[config.mk]
export PLATFORM = sky130hd
export DESIGN_NAME = tqle_cfg
export DESIGN_NICKNAME = d
export VERILOG_FILES = /design/src/sv/tabular_q_learning_engine_unit_macros.svh /design/src/sv/tqle_pkg.sv /design/src/sv/tqle_cfg.sv
export SDC_FILE = /design/constraint.sdc
export NUM_CORES = 1
export LEC_CHECK = 0
export BUFFER_PORTS_ARGS = -buffer_cell sky130_fd_sc_hd__buf_2
export CAP_MARGIN = 30
export CORE_MARGIN = 8
export CORE_UTILIZATION = 45
export DETAILED_ROUTE_END_ITERATION = 8
export PLACE_DENSITY = 0.8
export SYNTH_ARGS = -nofsm -noshare
export SYNTH_HDL_FRONTEND = slang
export SYNTH_SLANG_ARGS = --single-unit
[constraint.sdc]
create_clock -name clk -period 3.4 [get_ports clk]
set_input_delay 0.34 -clock clk [delete_from_list [all_inputs] [get_ports clk]]
set_output_delay 0.34 -clock clk [all_outputs]
set_load 0.01 [all_outputs]
[src/sv/tabular_q_learning_engine_unit_macros.svh]
// assertion macros used by the top-level rtl file
`ifndef TABULAR_Q_LEARNING_ENGINE_UNIT_MACROS_SVH
`define TABULAR_Q_LEARNING_ENGINE_UNIT_MACROS_SVH
`ifndef NO_ASSERTIONS
// same-cycle implication
`define TQLE_ASSERT_IMP(label, clk, rst_n, ante, cons) \
  label: assert property (@(posedge clk) disable iff (!rst_n) (ante) |-> (cons)) \
    else $error("assertion failed");
// next-cycle implication
`define TQLE_ASSERT_NXT(label, clk, rst_n, ante, cons) \
  label: assert property (@(posedge clk) disable iff (!rst_n) (ante) |=> (cons)) \
    else $error("assertion failed");
`else
`define TQLE_ASSERT_IMP(label, clk, rst_n, ante, cons)
`define TQLE_ASSERT_NXT(label, clk, rst_n, ante, cons)
`endif
`endif

[src/sv/tqle_pkg.sv]
// ----------------------------------------------------------------------------
// tqle_pkg
// types, sizes and helpers of the q-learning engine
// ----------------------------------------------------------------------------
package tqle_pkg;

  localparam int NUM_LUX_LEVELS   = 8;
  localparam int NUM_TIME_PERIODS = 8;
  localparam int NUM_SEASONS      = 4;
  localparam int NUM_LED_LEVELS   = 8;
  localparam int NUM_ACTIONS      = 8;
  localparam int STORE_DEPTH = NUM_LUX_LEVELS * NUM_TIME_PERIODS * NUM_SEASONS *
                               NUM_LED_LEVELS * NUM_ACTIONS;
  localparam int ADDR_W = $clog2(STORE_DEPTH);
  // scan counter also holds the extra slot for the current entry
  localparam int SCAN_W = $clog2(NUM_ACTIONS + 1);
  // update pipeline depth after the scan
  localparam int CALC_CYC = 4;
  localparam int CFG_IDX_W = 3;

  typedef logic [ADDR_W-1:0] addr_t;

  typedef enum logic [CFG_IDX_W-1:0] {
    CFG_STEP_SIZE       = 3'd0,
    CFG_DISCOUNT        = 3'd1,
    CFG_EPSILON_PERCENT = 3'd2,
    CFG_LUX_SETPOINT    = 3'd3,
    CFG_LUX_SCALE_RECIP = 3'd4,
    CFG_POWER_WEIGHT    = 3'd5
  } cfg_idx_t;

  typedef struct packed {
    logic        cmd;
    logic [2:0]  lux_level;
    logic [2:0]  time_period;
    logic [1:0]  season;
    logic [2:0]  led_setting;
    logic [2:0]  action;
    logic [6:0]  explore_draw;
    logic [15:0] measured_lux;
    logic [7:0]  pwm_duty;
    logic [2:0]  next_lux_level;
    logic [2:0]  next_time_period;
    logic [1:0]  next_season;
  } in_item_t;

  typedef struct packed {
    logic [2:0]         chosen_action;
    logic               explored;
    logic signed [31:0] reward_value;
    logic signed [31:0] new_q;
  } out_item_t;

  typedef struct packed {
    logic [15:0] step_size;
    logic [15:0] discount;
    logic [6:0]  epsilon_percent;
    logic [15:0] lux_setpoint;
    logic [15:0] lux_scale_recip;
    logic [31:0] power_weight;
  } cfg_t;

  // controller to datapath
  typedef struct packed {
    logic              load;
    logic              clr_step;
    logic              rd_en;
    logic [SCAN_W-1:0] rd_cnt;
    logic              wr_en;
    logic              emit;
  } ctl_t;

  // datapath to controller
  typedef struct packed {
    logic clr_last;
    logic learn;
    logic explore;
  } sts_t;

  function automatic int unsigned clamp_idx(int unsigned v, int unsigned n);
    return (v >= n) ? n - 1 : v;
  endfunction

  function automatic addr_t row_base(int unsigned l, int unsigned t, int unsigned s,
                                     int unsigned led);
    return addr_t'((((l * NUM_TIME_PERIODS + t) * NUM_SEASONS + s) * NUM_LED_LEVELS + led)
                   * NUM_ACTIONS);
  endfunction

endpackage

[src/sv/tqle_cfg.sv]
// ----------------------------------------------------------------------------
// tqle_cfg
// configuration register file, written one register per transaction
// ----------------------------------------------------------------------------
module tqle_cfg (
  input  logic                           clk,
  input  logic                           rst_n,
  input  logic                           wr_en,
  input  logic [tqle_pkg::CFG_IDX_W-1:0] wr_index,
  input  logic [31:0]                    wr_data,
  output tqle_pkg::cfg_t                 cfg
);

  tqle_pkg::cfg_t cfg_r, cfg_nxt;

  // register decode, unknown indexes ignored
  always_comb begin
    cfg_nxt = cfg_r;
    if (wr_en) begin
      unique case (tqle_pkg::cfg_idx_t'(wr_index))
        tqle_pkg::CFG_STEP_SIZE:       cfg_nxt.step_size       = wr_data[15:0];
        tqle_pkg::CFG_DISCOUNT:        cfg_nxt.discount        = wr_data[15:0];
        tqle_pkg::CFG_EPSILON_PERCENT: cfg_nxt.epsilon_percent = wr_data[6:0];
        tqle_pkg::CFG_LUX_SETPOINT:    cfg_nxt.lux_setpoint    = wr_data[15:0];
        tqle_pkg::CFG_LUX_SCALE_RECIP: cfg_nxt.lux_scale_recip = wr_data[15:0];
        tqle_pkg::CFG_POWER_WEIGHT:    cfg_nxt.power_weight    = wr_data;
        default: ;
      endcase
    end
  end

  always_ff @(posedge clk) begin
    if (!rst_n) begin
      cfg_r.step_size       <= 16'd6554;
      cfg_r.discount        <= 16'd58982;
      cfg_r.epsilon_percent <= 7'd30;
      cfg_r.lux_setpoint    <= 16'd500;
      cfg_r.lux_scale_recip <= 16'd66;
      cfg_r.power_weight    <= 32'd65536;
    end else begin
      cfg_r <= cfg_nxt;
    end
  end

  assign cfg = cfg_r;

endmodule

==> results.toml <==
[outcome]
outcome = "finished clean"

[critical_path]
critical-path-max-stage-delay_ns = 0.74
setup.worst_path.start_class = "primary input"
cp_top_family = "buffers and inverters"
setup.worst_path.end_class = "flip-flop"
worst-path-max-fanout = 117
arrival_ns = 1.72
worstSetupPathType = "primary input to flip-flop"
timing.reg2reg.setup_slack_ns = 2.73
critical-path-top-cell-by-count = "sky130_fd_sc_hd__buf_4"
required_ns = 3.69
timing.critical_path.cells = "buf_4 > buf_4 > nand2_1 > mux2i_1"
critical_path_buf_inv_count = 2
crit_path_top_delay_cell = "sky130_fd_sc_hd__buf_4"

[sta]
timing.final.hold_violations = 0
final_min_period_over_clock_period_pct = 42.1
grt_setup_unrepaired = "no"
worst-slew-pin-transition_ns = 1.01
maxClockFrequency_ghz = 0.698
relSlewSlack_pct = 32.6
setup_violations = 0
fin_setup_tns_ns = 0
finalClockSkew_ns = 0
min_period_ns = 1.43
timing.final.max_slew_violations = 0
fin_ws_ns = 1.97

[grt]
grt_pass1_wl_um = 16800
grt_pass1_vias = 3247
globalRoute.totalOverflow = 0
pin_count_of_the_biggest_net_entering_global_routing = 118
number_of_antenna_violations_at_the_first_check_in_global_routing = 0
grtUsageTotal_pct = 16.4

[placed_design]
dp_hpwl_um = 7530
place.gp.congestion = 0.737
total_of_buffers_placed_on_input_and_output_ports = 140
pre_cts_slack_ns = 1.53

[clock_tree]
cts-hold-fix-buffers = 0
cts_root_buf = "sky130_fd_sc_hd__clkbuf_8"
path_clk_slew_ns = 0.11
h-tree-depth = 3
tritoncts = "done"
postCtsSetupBuffers = 0
cts_buffers = 9
cts_resized = 0
clock_tree.buffer_depth = 2
clock_latency_ns = 0.36
cts.sinks = 103

[yosys]
synth.top_cells.by_area = "sky130_fd_sc_hd__dfxtp_1 51%, sky130_fd_sc_hd__mux2i_1 25%, sky130_fd_sc_hd__nand2_1 9.7%, sky130_fd_sc_hd__nor2b_1 7.0%, sky130_fd_sc_hd__clkbuf_1 1.5%"
post_synth_cell_types = 15
synthesis.area_mm2 = 0.00405
postSynthNetCount = 435
synth_seq_cells = 103
area_fraction_of_the_dominant_cell_type_after_synthesis_pct = 51.0
synth_area_per_cell_um2 = 10.2
yosys_warnings = 0
syn-instance-count = 397
synth_sequential_area_ratio_pct = 51.0
synth.largest_area_cell = "sky130_fd_sc_hd__dfxtp_1"

[detailed_routing]
wire_per_inst_um = 16.0
drt_iter0_drcs = 137
num_vias = 3125
drc = 0
post_route_ant_nets = 0
detail_route.vias_per_cell = 4.91
wirelength_um = 10200
drt-pass1-iter-count = 4

[layout]
final_net_count = 561
nFillCells = 766
multiInputGateArea_mm2 = 0.00184
areaGrowthSynthToFinish_pct = 23.3
largest_reg_flops = 103
layout.cells.most_common = "sky130_fd_sc_hd__buf_2"
antenna_cells = 0
post_route_cells_drive_above_1_share_pct = 31.4
seqCellArea_mm2 = 0.00206
layout_common_cells = "139 x sky130_fd_sc_hd__buf_2, 105 x sky130_fd_sc_hd__nand2_1, 103 x sky130_fd_sc_hd__mux2i_1, 103 x sky130_fd_sc_hd__dfxtp_1, 45 x sky130_fd_sc_hd__nor2b_1"

[floorplanning]
design.die.area_mm2 = 0.0123
fp.dieH_um = 111
die_w_um = 111
rows = 34
initial_utilization_pct = 46.4
boundaryPins = 141
floorplan.core_area_mm2 = 0.00872

[pwr]
worst_ir_drop_vdd_uv = 249
static_leakage_power_nw = 2.44
powerDensity_mw_per_mm2 = 440
totalPowerFinal_mw = 2.19

[job]
max-cap-violations = 0

[hold_path]
min_path_type = "primary input to flip-flop"
[cells by family (layout without fill, tap and decap cells)]
family                 after synthesis  count (layout)  synth area share, %
buffers and inverters               31             162                 3.90
flip-flops                         103             103                 51.0
multiplexers                       103             103                 25.5
AND/OR/NAND/NOR                    160             160                 19.7
[power by group]
group	switching [mW]	total (mW)	leakage (nW)	internal [mW]
Sequential	0.0139	1.25	0.835	1.23
Combinational	0.108	0.188	1.51	0.0801
Clock	0.467	0.758	0.101	0.291
[layer usage]
layer | vias to the layer above | global-route usage [%] | part of all wire (%)
li1 | 1549 | - | -
met1 | 1465 | 19.4 | 45
met2 | 99 | 26.8 | 46
met3 | 12 | 5.68 | 7.3
met4 | 0 | 5.95 | 1.3
met5 | - | 0 | 0
[path summary, 6_finish.rpt]
path                         from              endpoint  cells past startpoint
max reg2reg   cfg[0]$_SDFFE_PN0P_   cfg[0]$_SDFFE_PN0P_                      2
min                   wr_data[17]  cfg[17]$_SDFFE_PN0P_                      3
min reg2reg  cfg[15]$_SDFFE_PN0P_  cfg[15]$_SDFFE_PN0P_                      2
max                         rst_n  cfg[62]$_SDFFE_PN0P_                      4
[area by class of cell]
class                      count  share of cell area [%]
clock buffer                   9                    2.48
clock inverter                 7                    1.38
multi-input combinational    263                    36.9
sequential                   103                    41.3
tap                          108                    2.71
timing repair buffer         146                    15.2
[stage by stage]
stage	hold WS, ns	cells	area (um^2)	utilization [%]
floorplan	0.479	397	4050	-
global placement	0.438	619	4780	54.8
detailed placement	0.444	619	4780	54.8
CTS	0.196	635	4970	57.0
global route	0.194	636	4990	57.2
finish	0.211	636	4990	57.2
[Yosys cell counts]
cell / instances
sky130_fd_sc_hd__nand2_1: 105
sky130_fd_sc_hd__dfxtp_1: 103
sky130_fd_sc_hd__mux2i_1: 103
sky130_fd_sc_hd__nor2b_1: 45
sky130_fd_sc_hd__clkbuf_1: 16
sky130_fd_sc_hd__buf_2: 9
sky130_fd_sc_hd__buf_4: 4
sky130_fd_sc_hd__and4b_1: 2
sky130_fd_sc_hd__buf_6: 2
sky130_fd_sc_hd__nand4b_1: 2
sky130_fd_sc_hd__nand4bb_1: 2
sky130_fd_sc_hd__and4bb_2: 1
sky130_fd_sc_hd__nor4b_4: 1
sky130_fd_sc_hd__nor4bb_1: 1
sky130_fd_sc_hd__or4b_4: 1
[worst min-delay path, cell delays in order]
cell and delay (ns):
sky130_fd_sc_hd__buf_2 0.09, sky130_fd_sc_hd__nand2_1 0.05, sky130_fd_sc_hd__mux2i_1 0.06
(Power assumes the default switching activity.)
