==> config.mk <==
export PLATFORM = sky130hd
export DESIGN_NAME = tqle_ctrl
export DESIGN_NICKNAME = d
export VERILOG_FILES = /design/src/sv/tabular_q_learning_engine_unit_macros.svh /design/src/sv/tqle_pkg.sv /design/src/sv/tqle_ctrl.sv
export SDC_FILE = /design/constraint.sdc
export NUM_CORES = 1
export LEC_CHECK = 0
export BUFFER_PORTS_ARGS = -buffer_cell sky130_fd_sc_hd__buf_2
export CORE_MARGIN = 1.5
export CORE_UTILIZATION = 53
export DETAILED_ROUTE_END_ITERATION = 16
export PLACE_DENSITY = 0.87
export SLEW_MARGIN = 0
export SYNTH_ARGS = -nofsm -noshare
export SYNTH_HDL_FRONTEND = slang
export SYNTH_SLANG_ARGS = --single-unit
==> constraint.sdc <==
create_clock -name clk -period 2.6 [get_ports clk]
set_clock_uncertainty 0.2 [all_clocks]
set_input_delay 0.78 -clock clk [delete_from_list [all_inputs] [get_ports clk]]
set_output_delay 0.78 -clock clk [all_outputs]
set_load 0.1 [all_outputs]
==> src/sv/tabular_q_learning_engine_unit_macros.svh <==
// assertion macros used by the top-level rtl file
`ifndef TABULAR_Q_LEARNING_ENGINE_UNIT_MACROS_SVH
`define TABULAR_Q_LEARNING_ENGINE_UNIT_MACROS_SVH
`ifndef NO_ASSERTIONS
// same-cycle implication
`define TQLE_ASSERT_IMP(label, clk, rst_n, ante, cons) \
  label: assert property (@(posedge clk) disable iff (!rst_n) (ante) |-> (cons)) \
    else $error("assertion failed");
// next-cycle implication
`define TQLE_ASSERT_NXT(label, clk, rst_n, ante, cons) \
  label: assert property (@(posedge clk) disable iff (!rst_n) (ante) |=> (cons)) \
    else $error("assertion failed");
`else
`define TQLE_ASSERT_IMP(label, clk, rst_n, ante, cons)
`define TQLE_ASSERT_NXT(label, clk, rst_n, ante, cons)
`endif
`endif

==> src/sv/tqle_pkg.sv <==
// ----------------------------------------------------------------------------
// tqle_pkg
// types, sizes and helpers of the q-learning engine
// ----------------------------------------------------------------------------
package tqle_pkg;

  localparam int NUM_LUX_LEVELS   = 8;
  localparam int NUM_TIME_PERIODS = 8;
  localparam int NUM_SEASONS      = 4;
  localparam int NUM_LED_LEVELS   = 8;
  localparam int NUM_ACTIONS      = 8;
  localparam int STORE_DEPTH = NUM_LUX_LEVELS * NUM_TIME_PERIODS * NUM_SEASONS *
                               NUM_LED_LEVELS * NUM_ACTIONS;
  localparam int ADDR_W = $clog2(STORE_DEPTH);
  // scan counter also holds the extra slot for the current entry
  localparam int SCAN_W = $clog2(NUM_ACTIONS + 1);
  // update pipeline depth after the scan
  localparam int CALC_CYC = 4;
  localparam int CFG_IDX_W = 3;

  typedef logic [ADDR_W-1:0] addr_t;

  typedef enum logic [CFG_IDX_W-1:0] {
    CFG_STEP_SIZE       = 3'd0,
    CFG_DISCOUNT        = 3'd1,
    CFG_EPSILON_PERCENT = 3'd2,
    CFG_LUX_SETPOINT    = 3'd3,
    CFG_LUX_SCALE_RECIP = 3'd4,
    CFG_POWER_WEIGHT    = 3'd5
  } cfg_idx_t;

  typedef struct packed {
    logic        cmd;
    logic [2:0]  lux_level;
    logic [2:0]  time_period;
    logic [1:0]  season;
    logic [2:0]  led_setting;
    logic [2:0]  action;
    logic [6:0]  explore_draw;
    logic [15:0] measured_lux;
    logic [7:0]  pwm_duty;
    logic [2:0]  next_lux_level;
    logic [2:0]  next_time_period;
    logic [1:0]  next_season;
  } in_item_t;

  typedef struct packed {
    logic [2:0]         chosen_action;
    logic               explored;
    logic signed [31:0] reward_value;
    logic signed [31:0] new_q;
  } out_item_t;

  typedef struct packed {
    logic [15:0] step_size;
    logic [15:0] discount;
    logic [6:0]  epsilon_percent;
    logic [15:0] lux_setpoint;
    logic [15:0] lux_scale_recip;
    logic [31:0] power_weight;
  } cfg_t;

  // controller to datapath
  typedef struct packed {
    logic              load;
    logic              clr_step;
    logic              rd_en;
    logic [SCAN_W-1:0] rd_cnt;
    logic              wr_en;
    logic              emit;
  } ctl_t;

  // datapath to controller
  typedef struct packed {
    logic clr_last;
    logic learn;
    logic explore;
  } sts_t;

  function automatic int unsigned clamp_idx(int unsigned v, int unsigned n);
    return (v >= n) ? n - 1 : v;
  endfunction

  function automatic addr_t row_base(int unsigned l, int unsigned t, int unsigned s,
                                     int unsigned led);
    return addr_t'((((l * NUM_TIME_PERIODS + t) * NUM_SEASONS + s) * NUM_LED_LEVELS + led)
                   * NUM_ACTIONS);
  endfunction

endpackage

==> src/sv/tqle_ctrl.sv <==
// ----------------------------------------------------------------------------
// tqle_ctrl
// sequencer: table clear, row scan, update wait, write-back, result strobe
// ----------------------------------------------------------------------------
module tqle_ctrl (
  input  logic          clk,
  input  logic          rst_n,
  input  logic          start,
  input  tqle_pkg::sts_t sts,
  output tqle_pkg::ctl_t ctl,
  output logic          busy
);

  typedef enum logic [7:0] {
    S_IDLE  = 8'b00000001,
    S_CLEAR = 8'b00000010,
    S_CHECK = 8'b00000100,
    S_SCAN  = 8'b00001000,
    S_DRAIN = 8'b00010000,
    S_CALC  = 8'b00100000,
    S_WRITE = 8'b01000000,
    S_DONE  = 8'b10000000
  } state_t;

  state_t                      state_r, state_nxt;
  logic [tqle_pkg::SCAN_W-1:0] cnt_r, cnt_nxt;
  logic [tqle_pkg::SCAN_W-1:0] last_slot;

  // learn reads the current entry after the next-state row
  assign last_slot = sts.learn ? tqle_pkg::SCAN_W'(tqle_pkg::NUM_ACTIONS)
                               : tqle_pkg::SCAN_W'(tqle_pkg::NUM_ACTIONS - 1);

  // next state and commands
  always_comb begin
    state_nxt = state_r;
    cnt_nxt   = cnt_r;
    ctl       = '0;
    unique case (state_r)
      S_IDLE: begin
        if (start) begin
          ctl.load  = 1'b1;
          state_nxt = S_CHECK;
        end
      end
      S_CLEAR: begin
        ctl.clr_step = 1'b1;
        if (sts.clr_last) state_nxt = S_IDLE;
      end
      S_CHECK: begin
        cnt_nxt   = '0;
        state_nxt = (!sts.learn && sts.explore) ? S_DONE : S_SCAN;
      end
      S_SCAN: begin
        ctl.rd_en  = 1'b1;
        ctl.rd_cnt = cnt_r;
        if (cnt_r == last_slot) begin
          cnt_nxt   = '0;
          state_nxt = S_DRAIN;
        end else begin
          cnt_nxt = cnt_r + 1'b1;
        end
      end
      S_DRAIN: begin
        state_nxt = sts.learn ? S_CALC : S_DONE;
      end
      S_CALC: begin
        if (cnt_r == tqle_pkg::SCAN_W'(tqle_pkg::CALC_CYC - 1)) begin
          cnt_nxt   = '0;
          state_nxt = S_WRITE;
        end else begin
          cnt_nxt = cnt_r + 1'b1;
        end
      end
      S_WRITE: begin
        ctl.wr_en = 1'b1;
        state_nxt = S_DONE;
      end
      S_DONE: begin
        ctl.emit  = 1'b1;
        state_nxt = S_IDLE;
      end
      default: state_nxt = S_IDLE;
    endcase
  end

  always_ff @(posedge clk) begin
    if (!rst_n) begin
      state_r <= S_CLEAR;
      cnt_r   <= '0;
    end else begin
      state_r <= state_nxt;
      cnt_r   <= cnt_nxt;
    end
  end

  assign busy = (state_r != S_IDLE);

endmodule

==> flow_summary.ini <==
[outcome]
status = finished with violations
violations = negative setup slack

[floorplanning]
row_count = 14
ioPinCount = 16
start_util = 0.559
dieHeight_um = 42.4
die-area_um2 = 1800
die_w_um = 42.4
core-area_um2 = 1470

[clock_network]
cts_tree = done
clock_latency_ns = 0.28
clk_path_buf_depth = 2
cts_root_buffer = clkbuf_4
htreeDepth = 1
numCtsBuffers = 3
cts.sinks = 12
clk_transition_reported_paths_ns = 0.08

[global_route]
grt_use_total = 0.277
grt_max_degree = 11
antenna_found_initial = 0
grt_pass1_vias = 792
gr-total-overflow = 0
grt_pass1_wl_um = 3710

[cells_and_area]
fin_area_um2 = 1240
area_delta_synth_final_pct = 50.7
drive_gt1_frac = 0.462
n_antenna_cell = 0
nets = 138

[placed_design]
place_area_um2 = 1090
dp_hpwl_um = 1600
place.port_buffers = 15
gp_congestion = 0.848

[timing]
fmax_mhz = 384
slew-limit-headroom = 0.651
fin_hold_ws_ns = 0.354
rsz0062_at_grt = yes
worstMarginPinSlew_ns = 0.510
period_needed_ns = 2.60
fin_crit_sh = 1.00
maxSlewViolCount = 0
hold_viol = 0
setup_viol = 1
setup_ws_ns = -0.00393

[detailed_routing]
viasPerCell = 6.51
antenna_left = 0
drcViolationCount = 0
vias = 950
routed_wl_um = 2490
drtPass1Iterations = 4
wl_per_cell_um = 17.1
drt_first_iter_violations = 95

[synth]
synth_edf_count = 0
syn_area_um2 = 822
syn_avg_cell_area_um2 = 8.06
syn-num-nets = 109
yosys.area.top_type_share = 0.292
synth_warnings = 0
synth_seq_area_share = 0.292
yosysUniqueCellTypes = 45
postSynthCellCount = 102
synthTopCellsByArea = dfxtp_1, nor2_1, nand2_1
synth_largest_area_cell = dfxtp_1
synth_flop_cell = dfxtp_1
async_flop_share = 0
ys_ff_latch = 12

[power]
leakagePower_nw = 0.508
irDropWorstVdd_mv = 0.345
power.density_nw_per_um2 = 372

[run]
max-cap-violations = 0

[worst_setup_path]
path_delay_family = simple AND/OR/NAND/NOR gates
crit_path_max_incr_delay_ns = 0.37
start_kind = register
arrival_ns = 1.62
crit_required_ns = 1.62
criticalPathCategory = reg -> out
path_cells = nor4_4 -> and4b_4 -> inv_2 -> nor2_4 -> buf_12
critPathBufInv = 2
crit_path_end_kind = output port
cp_slowest_cell = dfxtp_4
cp_max_fo = 7

[worst_hold_path]
worstHoldPathType = reg -> reg
cell families (layout without fill, tap and decap cells):
kind of cell / after synthesis / count (layout) / share of synthesized area
xor gates and xnor gates: 2 / 2 / 0.0213
buffers and inverters: 13 / 41 / 0.0883
AOI/OAI and AO/OA: 21 / 21 / 0.189
adders and majority gates: 1 / 1 / 0.0152
DFF: 12 / 12 / 0.292
and+or+nand+nor: 53 / 53 / 0.394
layout make-up:
type / count / area, um2
tap: 16 / 20.0
timing repair buffer: 29 / 330
inverter: 8 / 33.8
sequential: 12 / 254
multi-input combinational: 77 / 564
clock buffer: 4 / 36.3
fill: 66 / 233
synth_stat cells (all sizes together) (2+ instances only):
cell type and number:
nand2 9, nor3 6, inv 8, xor2 2, nand3 6, buf 4, nor2 11, and2 3
a21oi 3, and3b 4, and4b 2, nor4 3, o21ai 6, and3 2, a31o 2, dfxtp 12
metrics by stage:
stage / worst slack, ns / setup TNS [ns] / std cells / total power [mW] / utilization
2_1_floorplan: -0.156 / -0.464 / 102 / 0.265 / -
4_1_cts: 0.0141 / 0 / 141 / 0.458 / 0.806
6_report: -0.00393 / -0.00393 / 146 / 0.461 / 0.842
3_3_place_gp: 0.148 / 0 / 132 / 0.297 / 0.741
3_5_place_dp: 0.0823 / 0 / 132 / 0.299 / 0.741
5_1_grt: -0.0650 / -0.332 / 146 / 0.479 / 0.842
layout by cell type, fill, tap and decap left out, types with 3 or more instances in the layout:
| master | n |
|---|---|
| buf_12 | 10 |
| dfxtp_1 | 7 |
| o21ai_0 | 3 |
| inv_1 | 6 |
| a21oi_1 | 3 |
| buf_2 | 5 |
| dfxtp_4 | 3 |
| nand2_1 | 8 |
| nor2_1 | 9 |
| and2_4 | 3 |
| nand3_1 | 6 |
| clkbuf_4 | 3 |
| nor3_1 | 4 |
| and3b_2 | 3 |
| buf_4 | 14 |
sequential cells by signal, indices dropped and copies added, names as in the netlist:
register,cells
state_r,8
cnt_r,4
what timing repair did:
action                     in CTS  in global routing
resized for setup               9                  7
setup buffers                   5                  5
hold buffers                    0                  0
pin swaps                       4                  6
setup endpoints to repair       7                  7
metal layers:
metal / routed length (um) / vias up / share of wire / GRT usage
met4: 140 / 0 / 0.056 / 0.125
met5: 0 / - / 0 / 0
li1: - / 429 / - / -
met2: 1100 / 69 / 0.44 / 0.397
met3: 263 / 16 / 0.11 / 0.0819
met1: 988 / 436 / 0.40 / 0.382
report_power, final:
part | total (mW) | switching [mW] | internal (mW) | leakage [nW]
Sequential | 0.191 | 0.00644 | 0.185 | 0.100
Combinational | 0.118 | 0.0704 | 0.0477 | 0.386
Clock | 0.152 | 0.0669 | 0.0852 | 0.0210
Total | 0.461 | 0.144 | 0.318 | 0.508
final timing paths:
check                                              from                       to  slack (ns)  cells after the start
worst max-delay path            state_r[2]$_SDFFE_PN0P_                   ctl[2]      -0.004                      5
worst min-delay path            state_r[0]$_SDFFE_PN0P_  state_r[7]$_SDFFE_PN0P_        0.35                      1
worst max register to register  state_r[6]$_SDFFE_PN0P_    cnt_r[3]$_SDFFE_PN0P_        0.58                      6
worst min register to register  state_r[0]$_SDFFE_PN0P_  state_r[7]$_SDFFE_PN0P_        0.35                      1
Power figures use the tool's default switching activity.
